### src/design/running_median_assert.svh
// Assertion macros shared by the running median block.
`ifndef RUNNING_MEDIAN_ASSERT_SVH
`define RUNNING_MEDIAN_ASSERT_SVH

// Same-cycle implication, checked out of reset.
`define RMED_ASSERT_IMP(name, ante, cons, msg) \
	name: assert property (@(posedge clk) disable iff (!arst_n) (ante) |-> (cons)) \
		else $error(msg);

// Next-cycle implication, checked out of reset.
`define RMED_ASSERT_NXT(name, ante, cons, msg) \
	name: assert property (@(posedge clk) disable iff (!arst_n) (ante) |=> (cons)) \
		else $error(msg);

`endif

### src/design/rmed_pkg.sv
`timescale 1ns / 1ps

package rmed_pkg;

	typedef struct packed {
		logic signed [31:0] sample;
		logic               start_new;
	} rmed_req_t;

	typedef struct packed {
		logic signed [31:0] median_out;
		logic [6:0]         sample_count;
		logic               dropped;
	} rmed_rsp_t;

	// Per-cell insertion control.
	typedef struct packed {
		logic wr;    // insertion happens this cycle
		logic held;  // cell lies below the fill level
		logic tail;  // cell is the first free slot
	} rmed_cell_ctl_t;

	typedef enum logic [1:0] {
		RMED_IDLE,
		RMED_WAIT,
		RMED_FINISH
	} rmed_state_t;

endpackage

### src/design/rmed_cell.sv
`timescale 1ns / 1ps

module rmed_cell
	import rmed_pkg::*;
#(
	parameter int SW = 32
) (
	input  logic                 clk,
	input  rmed_cell_ctl_t       ctl,
	input  logic signed [SW-1:0] x,
	input  logic signed [SW-1:0] prev_val,
	input  logic                 prev_gt,
	output logic signed [SW-1:0] val,
	output logic                 gt
);

	logic signed [SW-1:0] val_q;

	assign val = val_q;
	assign gt  = ctl.held && (val_q > x);

	// Shift up from the left neighbor past the insertion point, take x at it.
	always_ff @(posedge clk) begin
		if (ctl.wr) begin
			if (prev_gt) begin
				val_q <= prev_val;
			end else if (gt || ctl.tail) begin
				val_q <= x;
			end
		end
	end

endmodule

### config.mk
export PLATFORM = sky130hd
export DESIGN_NAME = rmed_cell
export DESIGN_NICKNAME = d
export VERILOG_FILES = /design/src/design/running_median_assert.svh /design/src/design/rmed_pkg.sv /design/src/design/rmed_cell.sv
export SDC_FILE = /design/constraint.sdc
export NUM_CORES = 1
export LEC_CHECK = 0
export BUFFER_PORTS_ARGS = -buffer_cell sky130_fd_sc_hd__buf_4
export CAP_MARGIN = 20
export CELL_PAD_IN_SITES_DETAIL_PLACEMENT = 1
export CELL_PAD_IN_SITES_GLOBAL_PLACEMENT = 1
export CORE_ASPECT_RATIO = 1.5
export CORE_MARGIN = 2
export CORE_UTILIZATION = 33
export CTS_CLUSTER_DIAMETER = 50
export DETAILED_ROUTE_END_ITERATION = 16
export PLACE_DENSITY = 0.76
export SETUP_SLACK_MARGIN = 0.1
export SYNTH_ARGS = -nofsm -noshare
export SYNTH_HDL_FRONTEND = slang
export SYNTH_SLANG_ARGS = --single-unit
### constraint.sdc
create_clock -name clk -period 6.3 [get_ports clk]
set_input_delay 1.26 -clock clk [delete_from_list [all_inputs] [get_ports clk]]
set_output_delay 1.26 -clock clk [all_outputs]
set_load 0.02 [all_outputs]
==> qor.txt, run 1 <==
max_cap viols = 0
Residual DRC = 0
clock sinks = 32
Worst-path clk slew = 0.08 ns
R2R depth = 8
total CTS buffers = 5
Vias = 1,954
Congestion Overflow GR = 0
startpoint types = input pin
final worst-path cycle share = 73.64%
Fin Clk Skew = 0.01046 ns
Max FO, Critical Path = 3
Initial Utilization = 34.14%
IO Port Bufs = 101
row count = 35
post-synthesis simple-gate area fraction = 12.23%
Syn Std Cell Area = 2108 µm²
worst-margin pin slew = 0.5622 ns
RePlAce Congestion = 0.7119
worst hold path depth = 3
Post-Layout Cell Count = 399
Hold WC Path Type = reg -> reg
cts repair resizes = 0
DRT antenna net count = 0
Setup CP Type = in -> out
antenna cells = 0
Placed Cells incl. Taps = 391
LEAKAGE = 0.001495 µW
Core Box Area = 6175 µm²
GRT Total Usage = 16.79%
largest family of logic cells by synthesized area = adder cells
Rel. slew slack = 62.52%
Syn Nets = 323
routed vias/inst = 4.897
routed len/inst = 14.21 µm
hold endpoint = val[9]
unrepaired setup endpoints after global routing = no
layout cells sized above 1 = 34.77%
leading cell types in the layout, fill and taps excluded = buf_4, nand2_1, inv_1, o21ai_0
clock root cell = clkbuf_8
CTS tree = built
reg2reg start = val[7]
reg-to-reg slack, setup = 3.15 ns
drt pass-1 iters = 4
Final Hold Vio Count = 0
Post-Synth Adder-Cell Area = 18.99%
#FFs+latches synth = 32
Netlist cell types = 25
total negative slack = 0 ns
Routed WL = 5668 µm
synth warn = 0
Die Area = 7057 µm²
drt first-iter violations = 75
max reg flops = 32
Final min period = 4.639 ns
outcome = finished clean
H-tree lvl count = 2
setup bufs post-CTS = 0
Syn-to-layout area delta = 45.88%
reg2reg end = val[2]
CP endpoint kind = output port
synthesized area per cell = 9.497 µm²
WP data required = 5.04 ns
Synth Area in Compound Gates = 15.37%
initial antenna violation count = 0
I/O Pins = 102
min-delay src = val[31]
Fmax = 215.6 MHz
Gate Count Post-Synth = 222
nets = 425
PD cells = 203.2 nW/µm²
CP arrival = 3.38 ns
Clock Tree Buf Depth = 2
clk_lat worst skew = 0.29 ns
sequential area share after synthesis = 45.58%
Die Y = 101.9 µm
Hold-fix buffers, CTS = 0
post-synthesis mux area share = 0.5341%
Detail Placement HPWL = 4575 µm
Max VDD drop = 0.1475 mV
first-pass GRT wire length = 9542 µm
xor/xnor share of the synthesized area = 0%
Final Max Tran Viols = 0
most common cell after layout, fill and taps aside = buf_4
largest net degree at the start of global routing = 65
vias in the first global route = 2,055
DIE WIDTH = 69.26 µm
final setup violation count = 0
critical path, stage by stage:
cell	delay, ns
buf_4	0.08
inv_1	0.04
ha_1	0.32
a21oi_1	0.15
o21ai_0	0.12
a221o_1	0.30
o31a_1	0.32
or4b_4	0.54
nand2_1	0.10
buf_4	0.15
cells in the mapped netlist (all sizes together):
cell type / count / area, µm²
nand2: 38 / 142.6
inv: 34 / 127.6
o21ai: 34 / 170.2
edfxtp: 32 / 960.9
ha: 32 / 400.4
a21oi: 13 / 68.82
nand4: 8 / 50.05
clkbuf: 6 / 22.52
nor2: 5 / 18.77
nand3: 3 / 15.01
o211ai: 3 / 22.52
a31oi: 2 / 12.51
a2111oi: 1 / 8.760
a211oi: 1 / 7.510
a21o: 1 / 7.510
a221o: 1 / 10.01
a22oi: 1 / 7.510
buf: 1 / 3.750
mux2: 1 / 11.26
nor2b: 1 / 6.260
nor3: 1 / 5.000
nor4: 1 / 6.260
o31a: 1 / 8.760
or4b: 1 / 13.76
stage by stage:
step	hold slack, ns	instance area, µm²	utilization (%)	power, µW	setup slack [ns]
2_1_floorplan	1.447	2108	-	354.1	1.097
3_3_place_gp	1.355	2948	47.74	429.7	1.705
3_5_place_dp	1.072	2968	48.06	437.0	1.669
4_1_cts	1.091	3075	49.81	634.7	1.646
5_1_grt	1.144	3075	49.81	660.5	1.560
6_report	1.074	3075	49.81	624.9	1.661
kinds of logic (layout without fill, tap and decap cells):
group	Yosys count	after routing
AO/OA/AOI/OAI	58	58
AND/OR/NAND/NOR	58	58
buffers and inverters	41	144
adder cells (fa/ha/maj)	32	32
flip-flops	32	32
multiplexers	1	1
worst max path at each step:
stage                     depth (start not counted)  slack, ns  endpoint  startpoint
after detailed placement                         10       1.67        gt        x[7]
after global routing                             10       1.56        gt        x[7]
after floorplan                                   8       1.10    val[0]       x[14]
after CTS                                        10       1.65        gt       x[14]
final                                            10       1.66        gt        x[7]
after global placement                           10       1.71        gt       x[14]
layout make-up:
class / instances / area (µm²)
Clock buffer: 6 / 72.57
Multi-Input combinational cell: 149 / 1008
Sequential cell: 32 / 960.9
Tap cell: 74 / 92.59
Timing Repair Buffer: 102 / 778.2
Clock inverter: 2 / 35.03
Inverter: 34 / 127.6
Fill cell: 719 / 3099
metal layers:
metal  track usage, %  up-vias  part of all wire (%)
li1                 -      990                     -
met1            18.81      888                    38
met2            30.77       69                    53
met3            5.325        7                   7.8
met4            4.525        0                   1.4
met5                0        -                     0
power breakdown:
group	leakage [µW]	internal [µW]	switching, µW	total [µW]
combinational	0.00113	79.2	84.9	164
clock	0.0000552	117	78.4	196
sequential	0.000312	256	9.20	265
No activity file was read; power rests on OpenSTA's default activity.
==> run 2, diff against run 1 <==
clock period = 4.87 ns   (was 6.3 ns; I/O delays follow)
==> qor.txt, run 2 (synthesis results as in run 1) <==
outcome = finished clean
Rel. slew slack = 62.99%
Core Box Area = 6175 µm²
setup bufs post-CTS = 0
GR Util met1 = 17.84%
R2R depth = 8
Detail Placement HPWL = 4806 µm
Fmax = 244.2 MHz
Clock Tree Buf Depth = 2
Fin Clk Skew = 0.004938 ns
min-delay src = prev_val[22]
H-tree lvl count = 2
GRT Total Usage = 17.46%
vias in the first global route = 2,209
reg2reg end = val[2]
Vias = 1,993
post-route setup slack = 0.7746 ns
row count = 35
Worst-path clk slew = 0.07 ns
Place WS = 0.7945 ns
Initial Utilization = 34.14%
Setup CP Type = in -> out
met2 usage = 33.58%
Final Hold Vio Count = 0
CP max stage delay = 0.55 ns
reg2reg start = val[7]
Max VDD drop = 0.1218 mV
RePlAce Congestion = 0.7404
unrepaired setup endpoints after global routing = no
LEAKAGE = 0.001480 µW
drt first-iter violations = 67
cts repair resizes = 0
FILL cells = 739
Placed Cells incl. Taps = 392
Die Area = 7057 µm²
total CTS buffers = 5
CP arrival = 3.12 ns
Die Y = 101.9 µm
largest net degree at the start of global routing = 65
max_cap viols = 0
drt pass-1 iters = 4
startpoint types = input pin
worst-margin pin slew = 0.5551 ns
Residual DRC = 0
routed len/inst = 14.76 µm
Post-Layout Cell Count = 400
PD cells = 248.1 nW/µm²
most used cell along the critical path = buf_4
Routed WL = 5905 µm
Max FO, Critical Path = 3
CP cell instances = buf_4, inv_1, ha_1, a21oi_1, o21ai_0, a221o_1, o31a_1, or4b_4, nand2_1, buf_4
CTS tree = built
clock sinks = 32
CP endpoint kind = output port
max reg flops = 32
Sequential cell area = 960.9 µm²
final setup violation count = 0
total negative slack = 0 ns
routed vias/inst = 4.983
nets = 426
antenna cells = 0
leading cell types in the layout, fill and taps excluded = buf_4, nand2_1, inv_1, o21ai_0
final worst-path cycle share = 84.09%
Final min period = 4.095 ns
layout cells sized above 1 = 34.36%
hold endpoint = val[22]
initial antenna violation count = 0
critical path's slowest cell = or4b_4
clk_lat worst skew = 0.28 ns
Hold-fix buffers, CTS = 0
first-pass GRT wire length = 9853 µm
WP data required = 3.90 ns
DIE WIDTH = 69.26 µm
most common cell after layout, fill and taps aside = buf_4
worst hold path depth = 3
Congestion Overflow GR = 0
GRT met3 Usage = 5.523%
I/O Pins = 102
area of the multi-input gates = 1008 µm²
IO Port Bufs = 101
Final Max Tran Viols = 0
Hold WS = 0.9708 ns
layer carrying the most global-route usage = met2
DRT antenna net count = 0
Syn-to-layout area delta = 44.33%
clock root cell = clkbuf_8
reg-to-reg slack, setup = 1.84 ns
Hold WC Path Type = in -> reg
[run 2: cell count changes in the layout (fill, tap and decap cells not counted)]
cell,before,now
buf_4,101,103
clkbuf_1,1,2
clkinv_1,0,1
buf_12,1,0
clkinv_2,1,0
bufinv_16,1,0
[run 2: per-stage QoR]
| stage | utilization (%) | power (µW) | cell area [µm²] |
|---|---|---|---|
| 3_3_place_gp | 47.98 | 557.4 | 2963 |
| 4_1_cts | 49.28 | 765.7 | 3043 |
| 3_5_place_dp | 47.98 | 565.6 | 2963 |
| 5_1_grt | 49.28 | 800.7 | 3043 |
| 2_1_floorplan | - | 458.2 | 2115 |
| 6_report | 49.28 | 754.9 | 3043 |
[run 2: cell type report]
class / instances / area share (%)
Clock inverter: 1 / 0.1234
Sequential cell: 32 / 31.58
Inverter: 34 / 4.194
Tap cell: 74 / 3.043
Clock buffer: 7 / 2.508
Multi-Input combinational cell: 149 / 33.14
Timing Repair Buffer: 103 / 25.41
[run 2: how the worst max path moves through the flow]
stage	start	to	depth (start not counted)	slack [ns]
2_1_floorplan	x[14]	val[0]	8	0.72
3_3_place_gp	x[14]	gt	10	0.84
3_5_place_dp	x[5]	gt	10	0.79
4_1_cts	x[5]	gt	10	0.79
5_1_grt	x[5]	gt	10	0.70
6_report	x[7]	gt	10	0.77
[run 2: routing by layer]
metal	part of all wire, %	up-vias
met4	1.9	0
met1	37	918
li1	-	990
met2	55	76
met5	0	-
met3	6.9	9
[run 2: report_power, final]
group / total, µW / switching (µW) / internal, µW
registers: 343 / 12.0 / 331
logic: 213 / 112 / 102
clock network: 198 / 98.9 / 99.5
[run 2: worst max-delay path, delay by kind of cell]
family,cells,cell delay [ns]
AO/OA/AOI/OAI,4,0.94
AND/OR/NAND/NOR,2,0.64
adder cells (fa/ha/maj),1,0.32
buffers and inverters,3,0.26
